### src/sv/prqs_pkg.sv
// Shared types, codes and helpers for the priority ready queue scheduler.
`timescale 1ns / 1ps

package prqs_pkg;

  localparam int ID_W       = 4;
  localparam int PRIO_W     = 8;
  localparam int COUNT_W    = 5;
  localparam int COLOR_W    = 4;
  localparam int IN_DATA_W  = 16;
  localparam int OUT_DATA_W = 24;

  localparam logic OP_INSERT   = 1'b0;
  localparam logic OP_SCHEDULE = 1'b1;

  localparam logic [COLOR_W-1:0] COLOR_BASE = 4'd10;
  localparam logic [ID_W-1:0]    COLOR_MOD  = 4'd6;
  localparam logic [ID_W-1:0]    COLOR_MOD2 = ID_W'(2 * COLOR_MOD);

  typedef struct packed {
    logic [ID_W-1:0]   id;
    logic [PRIO_W-1:0] prio;
  } entry_t;

  typedef struct packed {
    logic [COUNT_W-1:0] queue_count;
    logic [COLOR_W-1:0] display_color;
    logic               full_drop;
    logic               queue_empty_error;
    logic               chosen_valid;
    logic [PRIO_W-1:0]  chosen_priority;
    logic [ID_W-1:0]    chosen_id;
  } result_t;

  function automatic logic [COLOR_W-1:0] color_of(input logic [ID_W-1:0] id);
    logic [ID_W-1:0] rem;
    rem = id;
    if (rem >= COLOR_MOD2) begin
      rem = rem - COLOR_MOD2;
    end else if (rem >= COLOR_MOD) begin
      rem = rem - COLOR_MOD;
    end
    return COLOR_BASE + COLOR_W'(rem);
  endfunction

endpackage

### src/sv/priority_ready_queue_scheduler_unit.sv
// Top level: stable priority ready queue held in a synchronous memory ring.
`timescale 1ns / 1ps
//
// Usage: items enter on the in_ stream, one result item per input item leaves
// on the out_ stream. in_tuser selects insert (0) or schedule (1).
// The queue lives in one memory of QUEUE_DEPTH entries used as a ring from a
// head pointer; a pop advances the head. An insert walks from the tail towards
// the head, one memory read and one write per entry with a lower priority,
// moving each such entry up by one slot, then writes the new entry.
// A schedule with still_ready set first runs the insert walk and then pops.
// Each moved entry passes through S_INS (read) and S_CMP (compare and write),
// since the memory read is registered.
// One item is in work at a time; the next item is taken while the previous
// result still waits in the output register.
// Reset empties the queue at once (occupancy and head cleared); no clearing
// pass. When the receiver stalls, the finished result holds in the output
// register and the block holds the following item until that register frees.
module priority_ready_queue_scheduler_unit #(
  parameter int QUEUE_DEPTH = 16
) (
  input  logic                               clk,
  input  logic                               rst_n,
  input  logic                               in_tvalid,
  output logic                               in_tready,
  // [3:0] task_id, [11:4] task_priority, [12] still_ready, [15:13] zero
  input  logic [prqs_pkg::IN_DATA_W-1:0]     in_tdata,
  // [0] operation
  input  logic                               in_tuser,
  output logic                               out_tvalid,
  input  logic                               out_tready,
  // [3:0] chosen_id, [11:4] chosen_priority, [12] chosen_valid,
  // [13] queue_empty_error, [14] full_drop, [18:15] display_color,
  // [23:19] queue_count
  output logic [prqs_pkg::OUT_DATA_W-1:0]    out_tdata
);

  localparam int PW = (QUEUE_DEPTH > 1) ? $clog2(QUEUE_DEPTH) : 1;
  localparam int CW = $clog2(QUEUE_DEPTH + 1);
  localparam logic [CW:0]   DEPTH_W = (CW + 1)'(QUEUE_DEPTH);
  localparam logic [CW-1:0] FULL_W  = CW'(QUEUE_DEPTH);
  localparam logic [PW-1:0] LAST_W  = PW'(QUEUE_DEPTH - 1);

  localparam logic [2:0] S_IDLE = 3'd0;
  localparam logic [2:0] S_INS  = 3'd1;
  localparam logic [2:0] S_CMP  = 3'd2;
  localparam logic [2:0] S_POP  = 3'd3;
  localparam logic [2:0] S_POPD = 3'd4;
  localparam logic [2:0] S_DONE = 3'd5;

  prqs_pkg::entry_t mem_r [QUEUE_DEPTH];
  prqs_pkg::entry_t rd_data_r;
  prqs_pkg::result_t res_r, res_nxt;
  prqs_pkg::result_t out_r, out_nxt;

  logic [2:0]                   state_r, state_nxt;
  logic                         op_r, op_nxt;
  logic [prqs_pkg::ID_W-1:0]    id_r, id_nxt;
  logic [prqs_pkg::PRIO_W-1:0]  prio_r, prio_nxt;
  logic [CW-1:0]                k_r, k_nxt;
  logic [CW-1:0]                occ_r, occ_nxt;
  logic [PW-1:0]                head_r, head_nxt;
  logic                         out_valid_r, out_valid_nxt;

  logic                         wr_en;
  logic [PW-1:0]                wr_addr;
  logic [PW-1:0]                rd_addr;
  prqs_pkg::entry_t             wr_data;
  logic [CW+4:0]                occ_ext;
  logic                         in_fire;

  function automatic logic [PW-1:0] ring(input logic [PW-1:0] base,
                                         input logic [CW-1:0] off);
    logic [CW:0] sum;
    sum = (CW + 1)'(base) + (CW + 1)'(off);
    if (sum >= DEPTH_W) begin
      sum = sum - DEPTH_W;
    end
    return PW'(sum);
  endfunction

  assign in_tready  = (state_r == S_IDLE);
  assign in_fire    = in_tvalid && in_tready;
  assign out_tvalid = out_valid_r;
  assign out_tdata  = out_r;

  assign wr_addr = ring(head_r, k_r);
  assign rd_addr = (state_r == S_POP) ? head_r : ring(head_r, k_r - CW'(1));
  assign occ_ext = {5'b0, occ_r};

  always_comb begin
    state_nxt     = state_r;
    op_nxt        = op_r;
    id_nxt        = id_r;
    prio_nxt      = prio_r;
    k_nxt         = k_r;
    occ_nxt       = occ_r;
    head_nxt      = head_r;
    res_nxt       = res_r;
    out_nxt       = out_r;
    out_valid_nxt = out_valid_r;
    wr_en         = 1'b0;
    wr_data.id    = id_r;
    wr_data.prio  = prio_r;

    if (out_valid_r && out_tready) begin
      out_valid_nxt = 1'b0;
    end

    unique case (state_r)
      S_IDLE: begin
        if (in_fire) begin
          op_nxt   = in_tuser;
          id_nxt   = in_tdata[3:0];
          prio_nxt = in_tdata[11:4];
          k_nxt    = occ_r;
          res_nxt  = '0;
          if (in_tuser == prqs_pkg::OP_INSERT || in_tdata[12]) begin
            if (occ_r == FULL_W) begin
              res_nxt.full_drop = 1'b1;
              state_nxt = (in_tuser == prqs_pkg::OP_SCHEDULE) ? S_POP : S_DONE;
            end else begin
              state_nxt = S_INS;
            end
          end else begin
            state_nxt = S_POP;
          end
        end
      end
      S_INS: begin
        if (k_r == '0) begin
          wr_en     = 1'b1;
          occ_nxt   = occ_r + CW'(1);
          state_nxt = (op_r == prqs_pkg::OP_SCHEDULE) ? S_POP : S_DONE;
        end else begin
          state_nxt = S_CMP;
        end
      end
      S_CMP: begin
        wr_en = 1'b1;
        if (rd_data_r.prio < prio_r) begin
          wr_data   = rd_data_r;
          k_nxt     = k_r - CW'(1);
          state_nxt = S_INS;
        end else begin
          occ_nxt   = occ_r + CW'(1);
          state_nxt = (op_r == prqs_pkg::OP_SCHEDULE) ? S_POP : S_DONE;
        end
      end
      S_POP: begin
        if (occ_r == '0) begin
          res_nxt.queue_empty_error = 1'b1;
          state_nxt = S_DONE;
        end else begin
          state_nxt = S_POPD;
        end
      end
      S_POPD: begin
        res_nxt.chosen_id       = rd_data_r.id;
        res_nxt.chosen_priority = rd_data_r.prio;
        res_nxt.chosen_valid    = 1'b1;
        head_nxt  = (head_r == LAST_W) ? '0 : head_r + PW'(1);
        occ_nxt   = occ_r - CW'(1);
        state_nxt = S_DONE;
      end
      S_DONE: begin
        if (!out_valid_r || out_tready) begin
          out_nxt               = res_r;
          out_nxt.display_color = prqs_pkg::color_of(res_r.chosen_id);
          out_nxt.queue_count   = occ_ext[4:0];
          out_valid_nxt         = 1'b1;
          state_nxt             = S_IDLE;
        end
      end
      default: begin
        state_nxt = S_IDLE;
      end
    endcase
  end

  always_ff @(posedge clk) begin
    if (wr_en) begin
      mem_r[wr_addr] <= wr_data;
    end
    rd_data_r <= mem_r[rd_addr];
  end

  always_ff @(posedge clk) begin
    op_r   <= op_nxt;
    id_r   <= id_nxt;
    prio_r <= prio_nxt;
    k_r    <= k_nxt;
    res_r  <= res_nxt;
    out_r  <= out_nxt;
  end

  always_ff @(posedge clk) begin
    if (!rst_n) begin
      state_r     <= S_IDLE;
      occ_r       <= '0;
      head_r      <= '0;
      out_valid_r <= 1'b0;
    end else begin
      state_r     <= state_nxt;
      occ_r       <= occ_nxt;
      head_r      <= head_nxt;
      out_valid_r <= out_valid_nxt;
    end
  end

endmodule

### config.mk
export PLATFORM = sky130hd
export DESIGN_NAME = priority_ready_queue_scheduler_unit
export DESIGN_NICKNAME = d
export VERILOG_FILES = /design/src/sv/prqs_pkg.sv /design/src/sv/priority_ready_queue_scheduler_unit.sv
export SDC_FILE = /design/constraint.sdc
export NUM_CORES = 1
export LEC_CHECK = 0
export CORE_ASPECT_RATIO = 0.7
export CORE_MARGIN = 1.5
export CORE_UTILIZATION = 46
export DETAILED_ROUTE_END_ITERATION = 8
export DONT_BUFFER_PORTS = 1
export PLACE_DENSITY_LB_ADDON = 0.25
export SLEW_MARGIN = 5
export SYNTH_ARGS = -nofsm -noshare
export SYNTH_HDL_FRONTEND = slang
export SYNTH_SLANG_ARGS = --single-unit
### constraint.sdc
create_clock -name clk -period 4.5 [get_ports clk]
set_clock_uncertainty 0.15 [all_clocks]
set_input_delay 1.125 -clock clk [delete_from_list [all_inputs] [get_ports clk]]
set_output_delay 1.125 -clock clk [all_outputs]
set_load 0.05 [all_outputs]
**Word-level counts from Yosys, hierarchy flattened**

Memory sizes are Yosys's and may differ from the RTL's. A register that Yosys moved wholly into a read port is not among the register bits.
Index checks and enable logic that the tools add are counted.

- Flip-flop bits (word level): 70
- Latch bits: 0
- RAM bits: 192
- Bits in read-only memories: 0
- Logic and storage cells: 108
- Memories kept: 1

- Add/sub/neg operators: 11
- Multiply operators: 0
- Divide/modulo/power cells: 0
- $lt $le $gt $ge: 5
- Equal/unequal tests: 13
- Shift-type cells: 0
- Muxes and demuxes: 38
- Bitwise logic cells: 1
- Reductions and logical operators: 19

Memories:

| memory | depth | bits a word | rd ports | clocked after Yosys merged registers in | write ports | line | source |
|---|---|---|---|---|---|---|---|
| mem_r | 16 | 12 | 1 | 1 | 1 | priority_ready_queue_scheduler_unit.sv:50 | `prqs_pkg::entry_t mem_r [QUEUE_DEPTH];` |

Operator list:

| kind | count |
|---|---|
| $mux W4 | 8 |
| $pmux W13 S2 | 1 |
| $mux W12 | 2 |
| $mux W3 | 8 |
| $mux W5 | 4 |
| $pmux W3 S6 | 1 |
| $pmux W5 S3 | 1 |
| $mux W14 | 1 |
| $add A4 B5 Y6 | 2 |
| $ge A6 B5 Y1 const B | 2 |
| $logic_not A5 Y1 | 2 |
| $pmux W5 S2 | 1 |
| $sub A5 B1 Y5 const B | 2 |
| $mux W1 | 9 |
| $reduce_and A3 Y1 | 3 |
| $lt A8 B8 Y1 | 1 |
| $ne A2 B2 Y1 const B | 4 |
| $reduce_and A2 Y1 | 4 |
| $sub A4 B1 Y4 const B | 2 |
| $eq A3 B2 Y1 const B | 2 |
| $eq A3 B3 Y1 const B | 2 |
| $reduce_bool A2 Y1 | 3 |
| $add A5 B1 Y5 const B | 1 |
| $eq A5 B5 Y1 const B | 1 |
| other kinds (16) | 20 |

**Depth between registers and ports, before layout**

Gate-level depths: netlist of run 1.

- Depth in word-level cells: 6
- Depth in mapped cells: 11

**Worst setup path before layout of run 1**

No wires, ideal clock.

- Path kind: reg-to-reg
- Start point: register k_r[1]
- End point: memory mem_r[1][0] in the netlist's numbering (enable)
- Setup time: 0.412 ns
- Data arrival time: 2.719 ns
- Data required time: 3.938 ns
- Slack: 1.219 ns
- Cell stages (with the launch flop): 7
- Path buffers: 0
- Clock period less this slack: 3.281 ns
- Cell sequence: edfxtp_1 inv_1 ha_1 or4b_4 o21ai_4 nand2_1 nor4_1

- Longest elaborated chain between the ends: 5

Ends and longest elaborated chain:

| item | line | source |
|---|---|---|
| start: declaration | priority_ready_queue_scheduler_unit.sv:59 | `logic [CW-1:0] k_r, k_nxt;` |
| start signal: assignment | priority_ready_queue_scheduler_unit.sv:191 | `k_r <= k_nxt;` |
| branches (longest 5 deep; another with $add A4 B5 Y6) | - |  |
| end: declaration | priority_ready_queue_scheduler_unit.sv:50 |  |

Several ways; the timed one is not identified.

**Worst setup path in the final report of run 1**

- Start point: register k_r[1]
- End point: register rd_data_r[3] (netlist name)

- Longest elaborated chain between the ends: 5

Ends and longest elaborated chain:

| item | line | source |
|---|---|---|
| $sub A5 B1 Y5 * | priority_ready_queue_scheduler_unit.sv:87 | `assign rd_addr = (state_r == S_POP) ? head_r : ring(head_r, k_r - CW'(1));` |
| $add A4 B5 Y6 * | priority_ready_queue_scheduler_unit.sv:74 | `sum = (CW + 1)'(base) + (CW + 1)'(off);` |
| $ge A6 B5 Y1 or $sub A4 B1 Y4 (tied branches) | priority_ready_queue_scheduler_unit.sv:75, priority_ready_queue_scheduler_unit.sv:76 |  |
| $mux W4 * | priority_ready_queue_scheduler_unit.sv:75 | `if (sum >= DEPTH_W) begin` |
| $mux W4 * | priority_ready_queue_scheduler_unit.sv:87 |  |

Every way passes the cells marked *; elsewhere a longest branch is shown, timed or not.
A chain may end at the register's enable or synchronous reset.

==> run_results.csv, run 1 <==
group,metric,value,unit
clock_tree,cts_setup_buffers,0,
global_route,grt_pass1_wl,38200,um
sta,setup_tns,0,ps
sta,period_share,77.6,%
setup_path,rr_startpoint,"k_r[1]",
clock_tree,cts_resized,0,
setup_path,critPathKind,"reg2reg",
clock_tree,clk_path_buf_depth,3,
setup_path,worst_setup_path_end_kind,"flip-flop",
global_route,grt.overflow.total,0,
detailed_routing,wirelength,24800,um
power_and_ir_drop,p_per_area,577,mW/mm2
setup_path,rrSetupSlack,1010,ps
setup_path,cp_max_fo,39,
sta,final-hold-violation-count,0,
sta,setup_viol,0,
synthesis,synth_nets,886,
finish,multiInputGateArea,0.00312,mm2
setup_path,cp-startpoint,"k_r[1]",
die,rows,48,
power_and_ir_drop,power,7.37,mW
die,start_util,46.6,%
global_route,grt_max_degree,73,
detailed_routing,drc,0,
detailed_routing,detail_route.iter0.violations,642,
global_route,grt_use_total,19.7,%
clock_tree,ctsHoldBuffers,0,
run,drv_cap,0,
die,die_h,135,um
sta,slew_headroom,15.1,%
synthesis,yosys-top-cells-count,"edfxtp_1 (248), nand2_1 (96), nor2_1 (58)",
synthesis,synth_cells,839,
min_path,min_path_type,"reg2reg",
finish,fillers,2026,
min_path,min_from,"res_r[14]",
placed_design,io_buffer_count,0,
synthesis,synth_flop_cell,"edfxtp_1",
detailed_routing,viasPerCell,5.51,
synthesis,yosysMostFrequentCell,"edfxtp_1",
detailed_routing,detail-route-antenna-nets,0,
global_route,grt_pass1_vias,6250,
finish,final_layout_size_suffix_gt1_share,11.0,%
synthesis,synth_cell_types,54,
synthesis,syn_avg_cell_area,13.6,um2
synthesis,ys_seq_elements,273,
power_and_ir_drop,ir_drop,0.000407,V
die,io_pins,47,
die,die_area,0.0258,mm2
clock_tree,clk_latency,520,ps
die,core_area,0.0245,mm2
clock_tree,numCtsBuffers,25,
clock_tree,clk_pin_slew,70,ps
placed_design,finalWeightedCongestion,0.807,
finish,nets,905,
sta,fin_ws,1010,ps
clock_tree,cts_root_buf,"clkbuf_16",
sta,min_period,3490,ps
synthesis,yosysWarningCount,0,
power_and_ir_drop,p_leak,4.62,nW
finish,antenna_cells,0,
finish,area_growth,11.7,%
synthesis,synth_edf_count,248,
detailed_routing,dr_total_vias,6612,
synthesis,async_flop_share,0,%
sta,worst_pin_slew,1260,ps
run_status,status,"complete, no violations",
die,die_w,191,um
clock_tree,cts_tree,"done",
finish,area.sequential,0.00795,mm2
synthesis,synth_top_cell_area_share,65.2,%
sta,rsz0062_at_grt,"false",
setup_path,critical_path_arrival,3720,ps
synthesis,yosys-top-cells-area,"edfxtp_1 (65%), dfxtp_1 (4.4%), mux2i_1 (3.2%)",
sta,drv_slew,0,
synthesis,netlist_area,0.0114,mm2
global_route,antenna_found_initial,0,
synthesis,synth-seq-area-share,69.6,%
placed_design,dp_hpwl,16300,um
sta,holdWs,273,ps
detailed_routing,wl_per_cell,20.7,um
sta,fmax,286,MHz
synthesis,yosysTopAreaCell,"edfxtp_1",
setup_path,start_kind,"flip-flop",
placed_design,dp_slack,1040,ps
setup_path,worstPathRequired,4730,ps
clock_tree,h-tree-depth,1,
clock_tree,cts.sinks,273,
detailed_routing,dr.pass1.iters,5,
kinds of logic after synthesis:
logic type | synth area share, %
AOI/OAI and AO/OA | 9.91
buffers and inverters | 3.43
and+or+nand+nor | 8.54
xor gates and xnor gates | 1.15
adders and majority gates | 3.05
DFF | 69.6
muxes | 4.33
worst max-delay path: stages (launching register included):
cell and delay (ps):
edfxtp_1 480, inv_1 120, ha_1 190, xor2_1 220
ha_1 290, xnor2_1 280, mux2_2 660, buf_12 310
mux2i_1 230, a32oi_1 80, o221ai_1 180, mux2i_1 120
placed cells by master, fill, tap and decap left out, drive strengths merged, types with 2 or more instances in the layout:
| cell | n |
|---|---|
| edfxtp | 248 |
| nand2 | 96 |
| nor2 | 58 |
| a21oi | 50 |
| inv | 48 |
| o21ai | 47 |
| mux2i | 39 |
| clkbuf | 34 |
| buf | 33 |
| dfxtp | 25 |
| ha | 23 |
| nand2b | 20 |
| a31oi | 14 |
| a221oi | 13 |
| and3 | 13 |
| a32oi | 12 |
| o221ai | 12 |
| xnor2 | 10 |
| clkinv | 8 |
| a21boi | 8 |
| mux2 | 7 |
| a21o | 6 |
| xor2 | 5 |
| nor4 | 5 |
| nor3 | 4 |
| a211oi | 4 |
| nor2b | 4 |
| nand3b | 3 |
| nand3 | 3 |
| fa | 3 |
| bufinv | 3 |
| o21bai | 2 |
| or3 | 2 |
state kept, by name, summed over array words and instances (netlist names):
name,count
head_r,4
id_r,4
k_r,5
out_tdata,23
rd_data_r,12
out_tvalid,1
op_r,1
prio_r,8
res_r,15
mem_r,192
state_r,3
occ_r,5
layer usage:
metal	vias up	GRT usage (%)	part of all wire (%)
met5	-	0	0
li1	3150	-	-
met3	31	2.86	6.4
met4	0	3.86	1.5
met2	197	27.8	42
met1	3234	32.0	50
power breakdown:
group / total, mW / internal, mW / leakage, nW / switching (mW)
Combinational: 2.03 / 0.695 / 1.74 / 1.34
Clock: 2.14 / 1.26 / 0.412 / 0.887
Sequential: 3.19 / 3.05 / 2.46 / 0.138
Total: 7.37 / 5.00 / 4.62 / 2.36
path summary, 6_finish.rpt:
check        cells past startpoint             to
min                              0  out_tdata[14]
min reg2reg                      0  out_tdata[14]
max                             11   rd_data_r[3]
max reg2reg                     11   rd_data_r[3]
metrics by stage:
step                instance area, um2  utilization, %  instances
finish                           12800            52.1       1201
global route                     12800            52.1       1201
CTS                              12800            52.1       1201
detailed placement               11900            48.7       1156
global placement                 11900            48.7       1156
floorplan                        11400               -        839
layout make-up:
type / count / area share (%)
Clock buffer: 34 / 5.48
Clock inverter: 11 / 1.00
Inverter: 48 / 1.41
Multi-Input combinational cell: 477 / 24.5
Sequential cell: 273 / 62.3
Tap cell: 325 / 3.19
Timing Repair Buffer: 33 / 2.14
Note: power is estimated with default switching activity, not from simulation.
==> run 2: changes to the inputs <==
Clock period 4.5 ns to 2.9 ns, I/O delays scaled along.
==> run_results.csv, run 2 (synthesized netlist as in run 1, its figures left out) <==
group,metric,value,unit
run_status,status,"complete, no violations",
finish,antenna_cells,0,
power_and_ir_drop,ir_drop,0.000496,V
detailed_routing,viasPerCell,5.46,
min_path,min_from,"in_tdata[11]",
power_and_ir_drop,switching_share,32.3,%
clock_tree,h-tree-depth,1,
global_route,antenna_found_initial,0,
clock_tree,clk_path_buf_depth,3,
die,die_w,191,um
global_route,grt_pass1_wl,38300,um
finish,nets,941,
detailed_routing,dr_total_vias,6758,
sta,drv_slew,0,
finish,final_layout_size_suffix_gt1_share,16.2,%
detailed_routing,drc,0,
global_route,grt_max_degree,45,
finish,final_common_cell,"edfxtp_1",
die,start_util,46.6,%
sta,setup_viol,0,
die,die_area,0.0258,mm2
detailed_routing,dr.pass1.iters,5,
power_and_ir_drop,pwr-share-clk,27.4,%
placed_design,dp_hpwl,16700,um
die,rows,48,
finish,largest_register_ffs,192,
setup_path,worst_setup_path_end_kind,"flip-flop",
clock_tree,clk_pin_slew,70,ps
detailed_routing,detail_route.iter0.violations,602,
min_path,min_path_type,"in2reg",
sta,worst_pin_slew,685,ps
detailed_routing,wl_per_cell,20.2,um
power_and_ir_drop,p_sw,3.81,mW
clock_tree,numCtsBuffers,25,
clock_tree,clk_latency,520,ps
setup_path,cp_max_fo,12,
die,io_pins,47,
finish,multiInputGateArea,0.00322,mm2
finish,fillers,2013,
setup_path,cp-startpoint,"k_r[0]",
clock_tree,ctsHoldBuffers,0,
clock_tree,cts_root_buf,"clkbuf_16",
finish,area_growth,15.8,%
setup_path,rrSetupSlack,110,ps
power_and_ir_drop,p_int,7.98,mW
setup_path,rr_startpoint,"k_r[0]",
min_path,hold-path-endpoint,"prio_r[7]",
power_and_ir_drop,p_seq_share,42.2,%
run,drv_cap,0,
sta,final-hold-violation-count,0,
die,die_h,135,um
power_and_ir_drop,p_leak,4.85,nW
sta,fmax,358,MHz
setup_path,r2r_cells,7,
min_path,holdPathStages,0,
sta,fin_ws,105,ps
clock_tree,cts_tree,"done",
sta,slew_headroom,53.9,%
power_and_ir_drop,p_per_area,891,mW/mm2
placed_design,dpl-instance-area,0.0123,mm2
setup_path,start_kind,"flip-flop",
clock_tree,cts.sinks,273,
finish,layout_common_cells,"edfxtp_1 (248), nand2_1 (96), nor2_1 (57), buf_4 (57), a21oi_1 (50)",
setup_path,critical_path_arrival,2870,ps
power_and_ir_drop,combPwrFrac,30.4,%
detailed_routing,wirelength,25000,um
global_route,grt_use_total,19.9,%
global_route,grt.overflow.total,0,
finish,fin_area,0.0132,mm2
finish,area.sequential,0.00795,mm2
placed_design,dp_slack,-128,ps
setup_path,critPathKind,"reg2reg",
setup_path,reg2reg_to,"mem_r[2][11]",
placed_design,finalWeightedCongestion,0.855,
setup_path,worstPathRequired,2980,ps
detailed_routing,detail-route-antenna-nets,0,
placed_design,io_buffer_count,0,
global_route,grt_pass1_vias,6502,
finish,largest-register,"mem_r",
die,core_area,0.0245,mm2
sta,period_share,96.4,%
sta,min_period,2790,ps
run 2: repair_timing:
item,in CTS,in global routing
gates resized for setup,2,18
setup endpoints to repair,12,51
pin swaps,0,6
cloned,0,1
setup buffers,0,2
run 2: area by class of cell:
cell class / instances / area share, %
clock buffer: 32 / 5.38
sequential: 273 / 60.1
clock inverter: 13 / 0.709
tap: 325 / 3.07
multi-input combinational: 477 / 24.4
timing repair buffer: 69 / 5.02
inverter: 48 / 1.36
run 2: how the worst max path moves through the flow:
stage,endpoint,cells past startpoint
2_1_floorplan,mem_r[1][0],6
3_3_place_gp,rd_data_r[4],8
3_5_place_dp,rd_data_r[2],8
4_1_cts,rd_data_r[2],12
5_1_grt,mem_r[11][2],9
6_report,mem_r[2][11],7
run 2: power by group through the flow:
stage / clock, mW / combinational [mW] / sequential [mW]
6_report: 3.23 / 3.58 / 4.98
5_1_grt: 3.42 / 3.95 / 5.00
4_1_cts: 3.27 / 3.41 / 4.97
3_5_place_dp: 0 / 3.38 / 5.06
3_3_place_gp: 0 / 3.31 / 5.05
2_1_floorplan: 0 / 2.24 / 4.92
run 2: routing by layer:
layer	track usage (%)	share of wire [%]	vias up
met3	3.01	6.0	33
met1	32.5	51	3330
met4	4.12	1.8	0
met5	0	0	-
met2	27.7	41	181
li1	-	-	3214
run 2: critical path: stages (launching register included):
cell and delay [ps]:
edfxtp_1 400, buf_4 150, buf_4 130, ha_1 230
fa_1 710, nand4_1 260, nor2_1 280, buf_12 190
run 2: per-stage QoR:
step / utilization (%) / setup TNS (ps) / hold slack (ps) / instances / power, mW
global route: 54.0 / -180 / 129 / 1237 / 12.4
detailed placement: 50.1 / -869 / 255 / 1189 / 8.43
finish: 54.0 / 0 / 146 / 1237 / 11.8
global placement: 50.1 / -676 / 254 / 1189 / 8.37
CTS: 53.4 / 0 / 133 / 1234 / 11.6
floorplan: - / -17620 / 250 / 839 / 7.16
==> run 3: changes to the inputs <==
Settings changed: ABC_AREA set to 1.
==> run_results.csv, run 3 <==
group,metric,value,unit
clock_tree,clk_pin_slew,60,ps
sta,min_period,2690,ps
clock_tree,cts_tree,"done",
synthesis,yosys-top-cells-area,"edfxtp_1 (62%), nand2_1 (11%), inv_1 (5.7%)",
sta,setup_viol,0,
finish,nets,1245,
clock_tree,cts.sinks,273,
clock_tree,cts_resized,0,
sta,worst_pin_slew,1140,ps
sta,fmax,371,MHz
setup_path,slowest_delay,400,ps
run,drv_cap,0,
clock_tree,cts_setup_buffers,0,
detailed_routing,viasPerCell,5.09,
placed_design,dp.cells,1501,
placed_design,finalWeightedCongestion,0.863,
synthesis,yosysTopAreaCell,"edfxtp_1",
synthesis,synthSimpleGateAreaFrac,18.2,%
synthesis,synth_nets,1202,
setup_path,crit_chain,"inv_1 > buf_4 > ha_1 > xor2_1 > ha_1 > a21oi_1 > nand2_1 > nand3_1 > nand3_1 > nand2_1 > nand2_1 > buf_4 > nand3_1 > nand2_1",
power_and_ir_drop,p_leak,5.81,nW
power_and_ir_drop,power,12.6,mW
detailed_routing,wl_per_cell,17.1,um
synthesis,synthXorXnorAreaFrac,0.655,%
setup_path,worst_setup_path_end_kind,"flip-flop",
global_route,grt_pass1_vias,7609,
min_path,min_path_type,"in2reg",
synthesis,synthAdderAreaFrac,2.89,%
synthesis,syn_avg_cell_area,10.4,um2
setup_path,cp-startpoint,"k_r[0]",
synthesis,synth_flop_cell,"edfxtp_1",
finish,layoutNonFillerInstCount,1549,
setup_path,start_kind,"flip-flop",
finish,layout_common_cells,"nand2_1 (362), edfxtp_1 (248), inv_1 (184)",
global_route,grt_max_degree,56,
detailed_routing,drc,0,
global_route,grt.overflow.total,0,
synthesis,yosysMostFrequentCell,"nand2_1",
finish,largest_register_ffs,192,
synthesis,synth_compound_area_share,4.00,%
synthesis,yosys-top-cells-count,"nand2_1 (363), edfxtp_1 (248), inv_1 (184)",
setup_path,critPathKind,"reg2reg",
power_and_ir_drop,p_per_area,930,mW/mm2
finish,final_common_cell,"nand2_1",
synthesis,synth_cells,1155,
die,core_area,0.0257,mm2
finish,largest-register,"mem_r",
clock_tree,h-tree-depth,1,
global_route,grt_use_total,20.5,%
synthesis,synth_edf_count,248,
synthesis,synth_cell_types,38,
setup_path,worstPathRequired,3160,ps
global_route,antenna_found_initial,0,
synthesis,synth-seq-area-share,66.1,%
detailed_routing,detail_route.iter0.violations,650,
sta,drv_slew,0,
synthesis,async_flop_share,0,%
synthesis,muxShareOfSynthArea,0.166,%
die,rows,49,
die,die_w,196,um
placed_design,dp_hpwl,17500,um
setup_path,cp_max_fo,12,
sta,slew_headroom,23.8,%
clock_tree,clk_latency,540,ps
sta,final-hold-violation-count,0,
synthesis,yosysWarningCount,0,
synthesis,synth_top_cell_area_share,61.9,%
clock_tree,cts_root_buf,"clkbuf_16",
synthesis,synth_top_family_by_area,"simple AND/OR/NAND/NOR gates",
sta,rsz0062_at_grt,"true",
finish,area_growth,12.6,%
synthesis,netlist_area,0.0120,mm2
setup_path,r2r_cells,14,
min_path,min_from,"in_tdata[2]",
setup_path,critPathSlowestCell,"edfxtp_1",
finish,final_layout_size_suffix_gt1_share,8.95,%
clock_tree,numCtsBuffers,26,
die,die_area,0.0271,mm2
detailed_routing,wirelength,26500,um
die,start_util,46.8,%
placed_design,io_buffer_count,0,
detailed_routing,detail-route-antenna-nets,0,
setup_path,critical_path_arrival,2960,ps
die,die_h,138,um
global_route,grt_pass1_wl,42900,um
finish,fin_util,52.7,%
clock_tree,clk_path_buf_depth,3,
power_and_ir_drop,ir_drop,0.000673,V
sta,period_share,92.9,%
setup_path,crit_top_cell,"nand2_1",
die,io_pins,47,
run_status,status,"complete, no violations",
synthesis,ys_seq_elements,273,
clock_tree,ctsHoldBuffers,0,
detailed_routing,dr_total_vias,7877,
detailed_routing,dr.pass1.iters,6,
finish,antenna_cells,0,
setup_path,rr_startpoint,"k_r[0]",
min_path,holdPathStages,0,
run 3: cell types whose count changed in the layout (fill, tap and decap cells not counted), sizes merged, moves of 8 or more:
cell / delta
a21boi: -8
nand2b: -20
nand2: +268
nand3: +102
a31oi: -14
and3: -13
a221oi: -13
o221ai: -12
buf: -11
a32oi: -12
o211ai: +11
a21oi: -21
mux2i: -37
inv: +137
run 3: final timing paths:
path	end	slack, ps
setup / recovery	rd_data_r[10]	210
hold / removal	id_r[2]	130
setup reg to reg	rd_data_r[10]	210
hold reg to reg	out_tdata[14]	270
run 3: worst max-delay path, delay by kind of cell, from the launching register on:
| family | cells | cell delay (ps) |
|---|---|---|
| flip-flops | 1 | 400 |
| buffers and inverters | 3 | 440 |
| XOR/XNOR | 1 | 240 |
| adder cells (fa/ha/maj) | 2 | 490 |
| AO/OA/AOI/OAI | 1 | 180 |
| AND/OR/NAND/NOR | 7 | 650 |
run 3: layout make-up:
type | instances | area, um2
clock buffer | 37 | 733
clock inverter | 11 | 135
fill | 2243 | 12100
inverter | 186 | 703
multi-input combinational | 654 | 3130
sequential | 273 | 7950
tap | 331 | 414
timing repair buffer | 57 | 482
run 3: report_power, final:
part	internal, mW	switching, mW
Combinational	1.28	2.89
Sequential	4.80	0.172
Clock	2.03	1.44
run 3: layer usage:
metal | track usage, % | share of wire [%] | up-vias | wire [um]
met2 | 29.0 | 41 | 252 | 10800
met4 | 4.82 | 2.1 | 0 | 553
met5 | 0 | 0 | - | 0
li1 | - | - | 3868 | -
met3 | 3.07 | 6.4 | 38 | 1710
met1 | 33.0 | 51 | 3719 | 13500
run 3: logic make-up after synthesis:
logic type | count (synthesis)
AOI/OAI and AO/OA | 85
xor gates and xnor gates | 9
adders and majority gates | 26
buffers and inverters | 228
DFF | 273
muxes | 2
and+or+nand+nor | 532
run 3: metrics by stage:
stage	setup TNS, ps	hold slack [ps]	instance area (um2)	setup slack (ps)
global route	-8.88	110	13500	-8.88
floorplan	0	250	12000	136
detailed placement	0	257	12700	164
CTS	0	111	13500	155
global placement	0	255	12700	188
finish	0	128	13500	206
